### src/hw/rtl/rrsched_pkg.sv
package rrsched_pkg;

   typedef enum logic [1:0] {
      CMD_TICK  = 2'd0,
      CMD_DELAY = 2'd1,
      CMD_YIELD = 2'd2,
      CMD_EXIT  = 2'd3
   } cmd_type;

   localparam int REQ_TDATA_W = 24;
   localparam int REQ_TUSER_W = 2;
   localparam int RSP_TDATA_W = 8;
   localparam int OUT_TASK_W  = 3;
   localparam int IN_TICK_W   = 16;

   typedef struct packed {
      logic                  idle;
      logic                  start_fresh;
      logic [OUT_TASK_W-1:0] running_task;
   } rsp_item_type;

endpackage

### src/hw/rtl/rrsched_ram.sv
module rrsched_ram #(
   parameter int WIDTH = 8,
   parameter int DEPTH = 8
) (
   input  logic                                   clock,
   input  logic                                   we,
   input  logic [(DEPTH > 1 ? $clog2(DEPTH) : 1)-1:0] waddr,
   input  logic [WIDTH-1:0]                       wdata,
   input  logic [(DEPTH > 1 ? $clog2(DEPTH) : 1)-1:0] raddr,
   output logic [WIDTH-1:0]                       rdata
);

   logic [WIDTH-1:0] mem_ff [DEPTH];
   logic [WIDTH-1:0] rdata_ff;

   always_ff @(posedge clock) begin
      if (we) begin
         mem_ff[waddr] <= wdata;
      end
      rdata_ff <= mem_ff[raddr];
   end

   assign rdata = rdata_ff;

endmodule

### src/hw/rtl/round_robin_scheduler_with_delay_timers.sv
// channel  dir  tdata                                       tuser
// req      in   [2:0] timer_index, [18:3] tick_count        [1:0] cmd
// rsp      out  [2:0] running_task, [3] start_fresh, [4] idle  -
//
// tick: walks every timer through the shared decrementer and the timer ram, with a
//   write step for each armed timer, then runs the round-robin search when idle
// delay, yield, exit: round-robin search loop, skipped in idle mode and for a delay
//   with a timer_index out of range; ST_DONE moves the result to the output register
// req_tready is high only in the idle state; a finished result waits while the output
//   register still holds an unaccepted transaction
// reset is synchronous, active high; the timer ram needs no clearing
module round_robin_scheduler_with_delay_timers
   import rrsched_pkg::*;
#(
   parameter int NUM_TASKS  = 8,
   parameter int NUM_TIMERS = 8,
   parameter int TICK_WIDTH = 16
) (
   input  logic                   clock,
   input  logic                   reset,
   input  logic                   req_tvalid,
   output logic                   req_tready,
   input  logic [REQ_TDATA_W-1:0] req_tdata,  // timer_index, tick_count
   input  logic [REQ_TUSER_W-1:0] req_tuser,  // cmd
   output logic                   rsp_tvalid,
   input  logic                   rsp_tready,
   output logic [RSP_TDATA_W-1:0] rsp_tdata   // running_task, start_fresh, idle
);

   localparam int TASK_W  = $clog2(NUM_TASKS);
   localparam int TIMER_W = NUM_TIMERS > 1 ? $clog2(NUM_TIMERS) : 1;
   localparam int ENTRY_W = TASK_W + TICK_WIDTH;

   typedef enum logic [2:0] {
      ST_IDLE,
      ST_TICK_RD,
      ST_TICK_WR,
      ST_SEARCH,
      ST_DONE
   } state_type;

   state_type              state_ff, state_in;
   logic [TASK_W-1:0]      slot_ff, slot_in;
   logic [NUM_TASKS-1:0]   susp_ff, susp_in;
   logic [NUM_TASKS-1:0]   fresh_ff, fresh_in;
   logic [NUM_TIMERS-1:0]  armed_ff, armed_in;
   logic                   idle_mode_ff, idle_mode_in;
   logic [TIMER_W-1:0]     walk_ff, walk_in;
   logic [TASK_W-1:0]      cand_ff, cand_in;
   logic [TASK_W-1:0]      steps_ff, steps_in;
   rsp_item_type           pend_ff, pend_in;
   rsp_item_type           rsp_ff, rsp_in;
   logic                   rsp_valid_ff, rsp_valid_in;

   logic                   ram_we;
   logic [TIMER_W-1:0]     ram_waddr;
   logic [ENTRY_W-1:0]     ram_wdata;
   logic [ENTRY_W-1:0]     ram_rdata;

   cmd_type                cmd;
   logic [2:0]             timer_index;
   logic [IN_TICK_W-1:0]   tick_count;
   logic [6:0]             tix_ext;
   logic [TIMER_W-1:0]     tix_addr;
   logic                   tix_ok;
   logic [31:0]            ticks_ext;
   logic [TICK_WIDTH-1:0]  ticks;
   logic [TICK_WIDTH-1:0]  walk_count;
   logic [TASK_W-1:0]      walk_owner;
   logic                   req_accept;

   function automatic logic [TASK_W-1:0] next_task(input logic [TASK_W-1:0] t);
      if (t == TASK_W'(NUM_TASKS - 1)) begin
         return '0;
      end
      return t + 1'b1;
   endfunction

   function automatic logic [OUT_TASK_W-1:0] out_task(input logic [TASK_W-1:0] t);
      logic [7:0] e;
      e = 8'(t);
      return e[OUT_TASK_W-1:0];
   endfunction

   assign cmd         = cmd_type'(req_tuser);
   assign timer_index = req_tdata[2:0];
   assign tick_count  = req_tdata[18:3];
   assign tix_ext     = 7'(timer_index);
   assign tix_addr    = tix_ext[TIMER_W-1:0];
   assign tix_ok      = 32'(timer_index) < NUM_TIMERS;
   assign ticks_ext   = 32'(tick_count);
   assign ticks       = ticks_ext[TICK_WIDTH-1:0];
   assign walk_count  = ram_rdata[TICK_WIDTH-1:0];
   assign walk_owner  = ram_rdata[ENTRY_W-1:TICK_WIDTH];

   assign req_tready  = (state_ff == ST_IDLE);
   assign req_accept  = req_tvalid && req_tready;
   assign rsp_tvalid  = rsp_valid_ff;
   assign rsp_tdata   = RSP_TDATA_W'(rsp_ff);

   rrsched_ram #(
      .WIDTH (ENTRY_W),
      .DEPTH (NUM_TIMERS)
   ) u_timer_ram (
      .clock (clock),
      .we    (ram_we),
      .waddr (ram_waddr),
      .wdata (ram_wdata),
      .raddr (walk_ff),
      .rdata (ram_rdata)
   );

   always_comb begin
      state_in     = state_ff;
      slot_in      = slot_ff;
      susp_in      = susp_ff;
      fresh_in     = fresh_ff;
      armed_in     = armed_ff;
      idle_mode_in = idle_mode_ff;
      walk_in      = walk_ff;
      cand_in      = cand_ff;
      steps_in     = steps_ff;
      pend_in      = pend_ff;
      rsp_in       = rsp_ff;
      rsp_valid_in = rsp_valid_ff;
      ram_we       = 1'b0;
      ram_waddr    = tix_addr;
      ram_wdata    = {slot_ff, ticks};

      if (rsp_valid_ff && rsp_tready) begin
         rsp_valid_in = 1'b0;
      end

      unique case (state_ff) inside
         ST_IDLE: begin
            if (req_accept) begin
               cand_in  = next_task(slot_ff);
               steps_in = '0;
               if (cmd == CMD_TICK) begin
                  walk_in  = '0;
                  state_in = ST_TICK_RD;
               end else if (idle_mode_ff) begin
                  pend_in  = '{idle: 1'b1, start_fresh: 1'b0, running_task: out_task(slot_ff)};
                  state_in = ST_DONE;
               end else begin
                  unique case (cmd)
                     CMD_DELAY: begin
                        if (tix_ok) begin
                           ram_we             = 1'b1;
                           armed_in[tix_addr] = 1'b1;
                           susp_in[slot_ff]   = 1'b1;
                           state_in           = ST_SEARCH;
                        end else begin
                           pend_in  = '{idle: 1'b0, start_fresh: 1'b0,
                                        running_task: out_task(slot_ff)};
                           state_in = ST_DONE;
                        end
                     end
                     CMD_EXIT: begin
                        susp_in[slot_ff]  = 1'b1;
                        fresh_in[slot_ff] = 1'b1;
                        state_in          = ST_SEARCH;
                     end
                     default: begin
                        state_in = ST_SEARCH;
                     end
                  endcase
               end
            end
         end
         ST_TICK_RD, ST_TICK_WR: begin
            if (state_ff == ST_TICK_RD && armed_ff[walk_ff]) begin
               state_in = ST_TICK_WR;
            end else begin
               if (state_ff == ST_TICK_WR) begin
                  if (walk_count == '0) begin
                     susp_in[walk_owner] = 1'b0;
                     armed_in[walk_ff]   = 1'b0;
                  end else begin
                     ram_we    = 1'b1;
                     ram_waddr = walk_ff;
                     ram_wdata = {walk_owner, walk_count - 1'b1};
                  end
               end
               if (walk_ff == TIMER_W'(NUM_TIMERS - 1)) begin
                  if (idle_mode_ff) begin
                     cand_in  = next_task(slot_ff);
                     steps_in = '0;
                     state_in = ST_SEARCH;
                  end else begin
                     pend_in  = '{idle: 1'b0, start_fresh: 1'b0,
                                  running_task: out_task(slot_ff)};
                     state_in = ST_DONE;
                  end
               end else begin
                  walk_in  = walk_ff + 1'b1;
                  state_in = ST_TICK_RD;
               end
            end
         end
         ST_SEARCH: begin
            if (!susp_ff[cand_ff]) begin
               pend_in           = '{idle: 1'b0, start_fresh: fresh_ff[cand_ff],
                                     running_task: out_task(cand_ff)};
               fresh_in[cand_ff] = 1'b0;
               slot_in           = cand_ff;
               idle_mode_in      = 1'b0;
               state_in          = ST_DONE;
            end else if (steps_ff == TASK_W'(NUM_TASKS - 1)) begin
               pend_in      = '{idle: 1'b1, start_fresh: 1'b0, running_task: out_task(slot_ff)};
               idle_mode_in = 1'b1;
               state_in     = ST_DONE;
            end else begin
               cand_in  = next_task(cand_ff);
               steps_in = steps_ff + 1'b1;
            end
         end
         ST_DONE: begin
            if (!rsp_valid_ff || rsp_tready) begin
               rsp_in       = pend_ff;
               rsp_valid_in = 1'b1;
               state_in     = ST_IDLE;
            end
         end
         default: begin
            state_in = ST_IDLE;
         end
      endcase
   end

   always_ff @(posedge clock) begin
      if (reset) begin
         state_ff     <= ST_IDLE;
         slot_ff      <= '0;
         susp_ff      <= '0;
         fresh_ff     <= {{(NUM_TASKS - 1){1'b1}}, 1'b0};
         armed_ff     <= '0;
         idle_mode_ff <= 1'b0;
         walk_ff      <= '0;
         cand_ff      <= '0;
         steps_ff     <= '0;
         rsp_valid_ff <= 1'b0;
      end else begin
         state_ff     <= state_in;
         slot_ff      <= slot_in;
         susp_ff      <= susp_in;
         fresh_ff     <= fresh_in;
         armed_ff     <= armed_in;
         idle_mode_ff <= idle_mode_in;
         walk_ff      <= walk_in;
         cand_ff      <= cand_in;
         steps_ff     <= steps_in;
         rsp_valid_ff <= rsp_valid_in;
      end
      pend_ff <= pend_in;
      rsp_ff  <= rsp_in;
   end

`ifndef SYNTHESIS
   a_idle_all_suspended : assert property (@(posedge clock) disable iff (reset)
      (state_ff == ST_IDLE && idle_mode_ff) |-> (&susp_ff))
      else $error("idle while a task is ready");

   a_running_not_suspended : assert property (@(posedge clock) disable iff (reset)
      (state_ff == ST_IDLE && !idle_mode_ff) |-> !susp_ff[slot_ff])
      else $error("running task is suspended");

   a_idle_not_fresh : assert property (@(posedge clock) disable iff (reset)
      (rsp_valid_ff && rsp_ff.idle) |-> !rsp_ff.start_fresh)
      else $error("idle result flags a fresh start");
`endif

endmodule
### config.mk
export PLATFORM = sky130hd
export DESIGN_NAME = round_robin_scheduler_with_delay_timers
export DESIGN_NICKNAME = d
export VERILOG_FILES = /design/src/hw/rtl/rrsched_pkg.sv /design/src/hw/rtl/rrsched_ram.sv /design/src/hw/rtl/round_robin_scheduler_with_delay_timers.sv
export SDC_FILE = /design/constraint.sdc
export NUM_CORES = 1
export LEC_CHECK = 0
export ABC_AREA = 0
export BUFFER_PORTS_ARGS = -buffer_cell sky130_fd_sc_hd__buf_2
export CORE_MARGIN = 2
export CORE_UTILIZATION = 60
export CTS_BUF_LIST = sky130_fd_sc_hd__clkbuf_4 sky130_fd_sc_hd__clkbuf_8 sky130_fd_sc_hd__clkbuf_16
export DETAILED_ROUTE_END_ITERATION = 16
export PLACE_DENSITY_LB_ADDON = 0.1
export SETUP_SLACK_MARGIN = 0.4
export SYNTH_ARGS = -nofsm -noshare
export SYNTH_HDL_FRONTEND = slang
export SYNTH_HIERARCHICAL = 1
export SYNTH_SLANG_ARGS = --single-unit
### constraint.sdc
create_clock -name clock -period 4.6 [get_ports clock]
set_clock_uncertainty 0.2 [all_clocks]
set_input_delay 1.38 -clock clock [delete_from_list [all_inputs] [get_ports clock]]
set_output_delay 1.38 -clock clock [all_outputs]
set_load 0.02 [all_outputs]
* Word-level counts from Yosys, hierarchy flattened *
Memories as Yosys holds them, arrays and structs flattened. A register that Yosys moved wholly into a read port is not among the register bits.
Cells that the tools add are included.
Widths: inputs -> output; s select.

storage, ports and cells
  bits in registers = 51
  memory bits (writable) = 152
  input port bits = 30
  output and inout bits = 10
  memories = 1

memory list
  memory              depth  width  read ports  clocked after Yosys merged registers in  wr ports  line               RTL
  u_timer_ram.mem_ff  8      19     1           1                                        1         rrsched_ram.sv:13  logic [WIDTH-1:0] mem_ff [DEPTH];

cells by class
  $add $sub $neg = 5
  $lt $le $gt $ge = 10
  eq/ne operators = 31
  muxes and demuxes = 115
  bitwise gates (word level) = 10
  reductions and logical operators = 28

operators with widths
  cell                   count
  $mux 8                 19
  $mux 3                 34
  $mux 19                4
  $pmux 8 s2             3
  $mux 5                 8
  $mux 1                 33
  $and 8x8->8            3
  $ne 2x2->1 const B     12
  $not 8->8              3
  $or 8x8->8             3
  $reduce_and 8->1       3
  $lt 3x4->1 const B     5
  $pmux 3 s3             2
  $logic_not 16->1       1
  $ne 2x1->1 const B     8
  $sub 16x1->16 const B  1
  $demux 1 s3            5
  $eq 3x3->1 const B     5
  $ge 3x1->1 const B     5
  $pmux 5 s3             1
  $add 3x1->3 const B    4
  $pmux 3 s4             1
  $bmux 1 s3             3
  $logic_and 1x1->1      8
  20 further kinds       25

* Logic depth before layout (Yosys ltp) *
  depth after elaboration = 11
  depth in mapped cells = 9
  gate-level depth less buffers = 8

* By module *
The synthesis kept the hierarchy.

modules (own cells, without submodules)
  module                                   times used  cells each  area an instance (µm²)  sequential area each (µm²)
  rrsched_ram                              1           251         6259.8                  4944.7
  round_robin_scheduler_with_delay_timers  1           371         3191.8                  1121.1

* Worst setup path before layout *
Ideal clock, no wire load.

  path kind = input -> register
  from = in req_tvalid
  to = mem u_timer_ram/mem_ff[4][0] in the netlist's numbering (enable)
  arrival = 3255 ps
  data required time = 3981 ps
  setup slack = 726 ps
  stages = 4
  path through = nand4b_1 > o21bai_1 > nand2_1 > nor3_1

between the ends
  word-level cells in the longest chain between the ends = 5

RTL lines
  what                          line                                            RTL
  from (decl)                   round_robin_scheduler_with_delay_timers.sv:21   input logic req_tvalid,
  $logic_and 1x1->1             round_robin_scheduler_with_delay_timers.sv:97   assign req_accept = req_tvalid && req_tready;
  $mux 1                        round_robin_scheduler_with_delay_timers.sv:136  if (req_accept) begin
  $pmux 1 s2                    round_robin_scheduler_with_delay_timers.sv:134  unique case (state_ff) inside
  via ram_we                    round_robin_scheduler_with_delay_timers.sv:55   logic ram_we;
  $mux 1                        rrsched_ram.sv:17                               if (we) begin
  $mux 1 (not written as such)  rrsched_ram.sv:18                               mem_ff[waddr] <= wdata;
  to (decl)                     rrsched_ram.sv:13

The timed path passes the listed nets, and every way through them passes these cells.

* Final worst setup path *
  from = reg u_timer_ram.rdata_ff[0], in the netlist u_timer_ram/rdata[0] (read register of u_timer_ram.mem_ff)
  to = mem u_timer_ram/mem_ff[2][15] in the netlist's numbering (enable)

RTL lines
  what              line                                            RTL
  from (decl)       rrsched_ram.sv:14                               logic [WIDTH-1:0] rdata_ff;
  $logic_not 16->1  round_robin_scheduler_with_delay_timers.sv:176  if (walk_count == '0) begin
  $mux 3            round_robin_scheduler_with_delay_timers.sv:176
  $mux 3            round_robin_scheduler_with_delay_timers.sv:175  if (state_ff == ST_TICK_WR) begin
  $mux 3            round_robin_scheduler_with_delay_timers.sv:172  if (state_ff == ST_TICK_RD && armed_ff[walk_ff]) begin
  $mux 3            round_robin_scheduler_with_delay_timers.sv:134
  via ram_waddr[0]  round_robin_scheduler_with_delay_timers.sv:56   logic [TIMER_W-1:0] ram_waddr;

The timed path passes the listed nets, and every way through them passes these cells.

==> metrics.csv <==
metric,value,unit
Final Wtd Congestion,0.8470,
max incr delay on CP,730,ps
Critical Path RT,4590,ps
Final Cell Area,10580,um2
first-pass GRT wire length,29030,um
clock transition at the registers of the reported paths,60,ps
Hold Buf Count CTS,0,
Least-Margin Pin Slew,1038,ps
Port-buffer cells,31,
Antenna Nets Post-Route,0,
initial antenna violation count,0,
Synth Flop Type,edfxtp_1,
WL final,18070,um
top cell type's share of synthesized area,0.5147,
"non-filler cells, final",890,
M1 WL,7648,um
largest net degree at the start of global routing,44,
CORE AREA,15310,um2
# setup viols final,0,
CTS buffer count,24,
CP arrival,3420,ps
vias in the first global route,5568,
status,completed,
crit path launch type,register,
Worst slew margin,0.3019,
die area,16770,um2
HP Class,register to register,
Critical Setup Path Class,register to register,
DRT Pass-1 Iters,5,
nets@finish,701,
GRT Total Usage,0.2263,
DP HPWL,10770,um
Clock H-tree levels,1,
area grow syn2layout,11.98,%
Critical Path Fanout Max,13,
n_diodes,0,
chip height,129.5,um
"Cell Area, Placed",9801,um2
Synth Register Bits,222,
initial DRC count,476,
Max clock buf depth,3,
Top Layer Used,met4,
fin crit share,0.7444,
cells along the critical path,inv_1 -> ha_1 -> nor4b_1 -> a31oi_4 -> mux2_2 -> nand2b_1 -> nor2_2 -> buf_4,
Initial Utilization,0.6172,
TritonCTS clock tree,done,
latest clock arrival within the worst-skew pair,510,ps
layout cells sized above 1,0.2563,
Tmin final,3424,ps
fmax,292.0,MHz
CTS sink count,222,
Final Max Slew Viols,0,
Worst Setup End Kind,register,
Mapped Area,9452,um2
"EDFF count, synth",162,
post-DR wirelength/cell,20.30,um
Leak,3.596,nW
Die Span X,129.5,um
register area share after synthesis,0.6418,
routed vias,5455,
"Async S/R FF share, synth",0,
fillers,1055,
# rows,45,
peak supply drop,0.0003809,V
Post-Syn Instances,622,
Setup TNS,0,ps
Root Driver,clkbuf_16,
"top cells by area, synth","edfxtp_1 51%, dfxtp_1 13%, mux4_2 7.1%",
cell taking the most area after synthesis,edfxtp_1,
placed cell count,846,
max cap viols,0,
post-synthesis cell type count,67,
met2 WL post-DR,9287,um
Post-CTS Repair Setup Buffers,0,
Power Dens Cells,537.5,nW/um2
post-CTS sizing,0,
Critical-path top delay cell,nor4b_1,
vias per std cell,6.129,
final hold violations,0,
YS warnings,6,
"Remaining Overflow, GRT",0,
met3 WL post-DR,761,um
# IOs,40,
DRC errors left,0,
Avg Inst Size Synth,15.20,um2
unrepaired setup endpoints after global routing,no,
-- state kept, by name, summed over array words and instances (netlist names) --
name                flops
cand_ff                 3
pend_ff                 5
fresh_ff                8
susp_ff                 8
state_ff                3
slot_ff                 3
u_timer_ram/mem_ff    152
idle_mode_ff            1
rsp_tdata               5
steps_ff                3
walk_ff                 3
armed_ff                8
u_timer_ram/rdata      19
rsp_tvalid              1
-- path summary, 6_finish.rpt --
kind                                      from                             endpoint  slack, ps  depth (start not counted)
setup reg to reg  u_timer_ram/rdata[0]$_DFF_P_  u_timer_ram/mem_ff[2][15]$_DFFE_PP_       1180                          8
hold / removal            pend_ff[2]$_DFFE_PP_               rsp_tdata[2]$_DFFE_PP_        220                          0
hold reg to reg           pend_ff[2]$_DFFE_PP_               rsp_tdata[2]$_DFFE_PP_        220                          0
setup / recovery  u_timer_ram/rdata[0]$_DFF_P_  u_timer_ram/mem_ff[2][15]$_DFFE_PP_       1180                          8
-- cell type report --
| type | instances | area, um2 | share of cell area |
|---|---|---|---|
| Clock buffer | 28 | 630.6 | 0.05958 |
| Clock inverter | 16 | 152.6 | 0.01442 |
| Inverter | 14 | 52.55 | 0.004965 |
| Multi-Input combinational cell | 353 | 3147 | 0.2973 |
| Sequential cell | 222 | 6070 | 0.5735 |
| Tap cell | 211 | 264.0 | 0.02494 |
| Timing Repair Buffer | 46 | 267.8 | 0.02530 |
-- cell usage in the layout, fill, tap and decap left out, types with 12 or more instances in the layout --
cell type / synthesis / final
buf_4: 4 / 15
a21oi_1: 42 / 42
mux4_2: 30 / 30
edfxtp_1: 162 / 162
mux2_4: 19 / 19
mux2_2: 14 / 14
o21ai_0: 12 / 12
nor3_1: 14 / 12
buf_2: 9 / 31
dfxtp_1: 60 / 57
nand2_1: 21 / 21
inv_1: 13 / 13
clkbuf_16: 0 / 24
nor2_1: 45 / 39
-- per-layer routing --
layer,track usage,vias to the layer above
li1,-,2505
met5,0,-
met1,0.3006,2772
met2,0.3969,149
met4,0.05819,0
met3,0.03344,29
-- metrics by stage --
stage | total power, mW | worst slack (ps) | hold WS [ps] | util
after floorplan | 3.623 | 726.4 | 200.3 | -
after global placement | 3.845 | 943.3 | 205.1 | 0.6400
after detailed placement | 3.878 | 908.6 | 204.5 | 0.6400
after CTS | 5.736 | 1173 | 222.5 | 0.6911
after global routing | 5.957 | 995.4 | 227.6 | 0.6911
final | 5.689 | 1176 | 219.7 | 0.6911
-- kinds of logic after synthesis --
logic type | synth area share
adder cells (fa/ha/maj) | 0.01324
AND/OR/NAND/NOR | 0.08181
flip-flops | 0.6418
other | 0.0003968
AO/OA/AOI/OAI | 0.07096
multiplexers | 0.1476
buffers and inverters | 0.03031
XOR/XNOR | 0.01390
-- report_power, final --
part / internal [mW] / total, mW / switching (mW)
sequential: 2.50 / 2.66 / 0.158
combinational: 0.510 / 1.18 / 0.671
clock: 1.10 / 1.85 / 0.750
-- cells in the mapped netlist, types with 7 or more instances --
master,count
inv_1,13
mux2_4,19
nor2b_1,10
a31oi_1,7
buf_2,9
a32oi_1,8
mux4_1,9
ha_1,10
a22oi_1,9
mux4_2,30
nor3_1,14
nand2_1,21
mux2_2,14
xnor2_1,9
dfxtp_1,60
clkbuf_1,12
nor4_1,9
edfxtp_1,162
nor2_1,45
a21oi_1,42
o21ai_0,12
-- critical path: cells and delay by family (launching register included) --
family,cells,cell delay (ps)
flip-flops,1,330
adder cells (fa/ha/maj),1,180
AND/OR/NAND/NOR,3,1330
multiplexers,1,380
AO/OA/AOI/OAI,1,220
buffers and inverters,2,460
No activity file was read; power rests on OpenSTA's default activity.
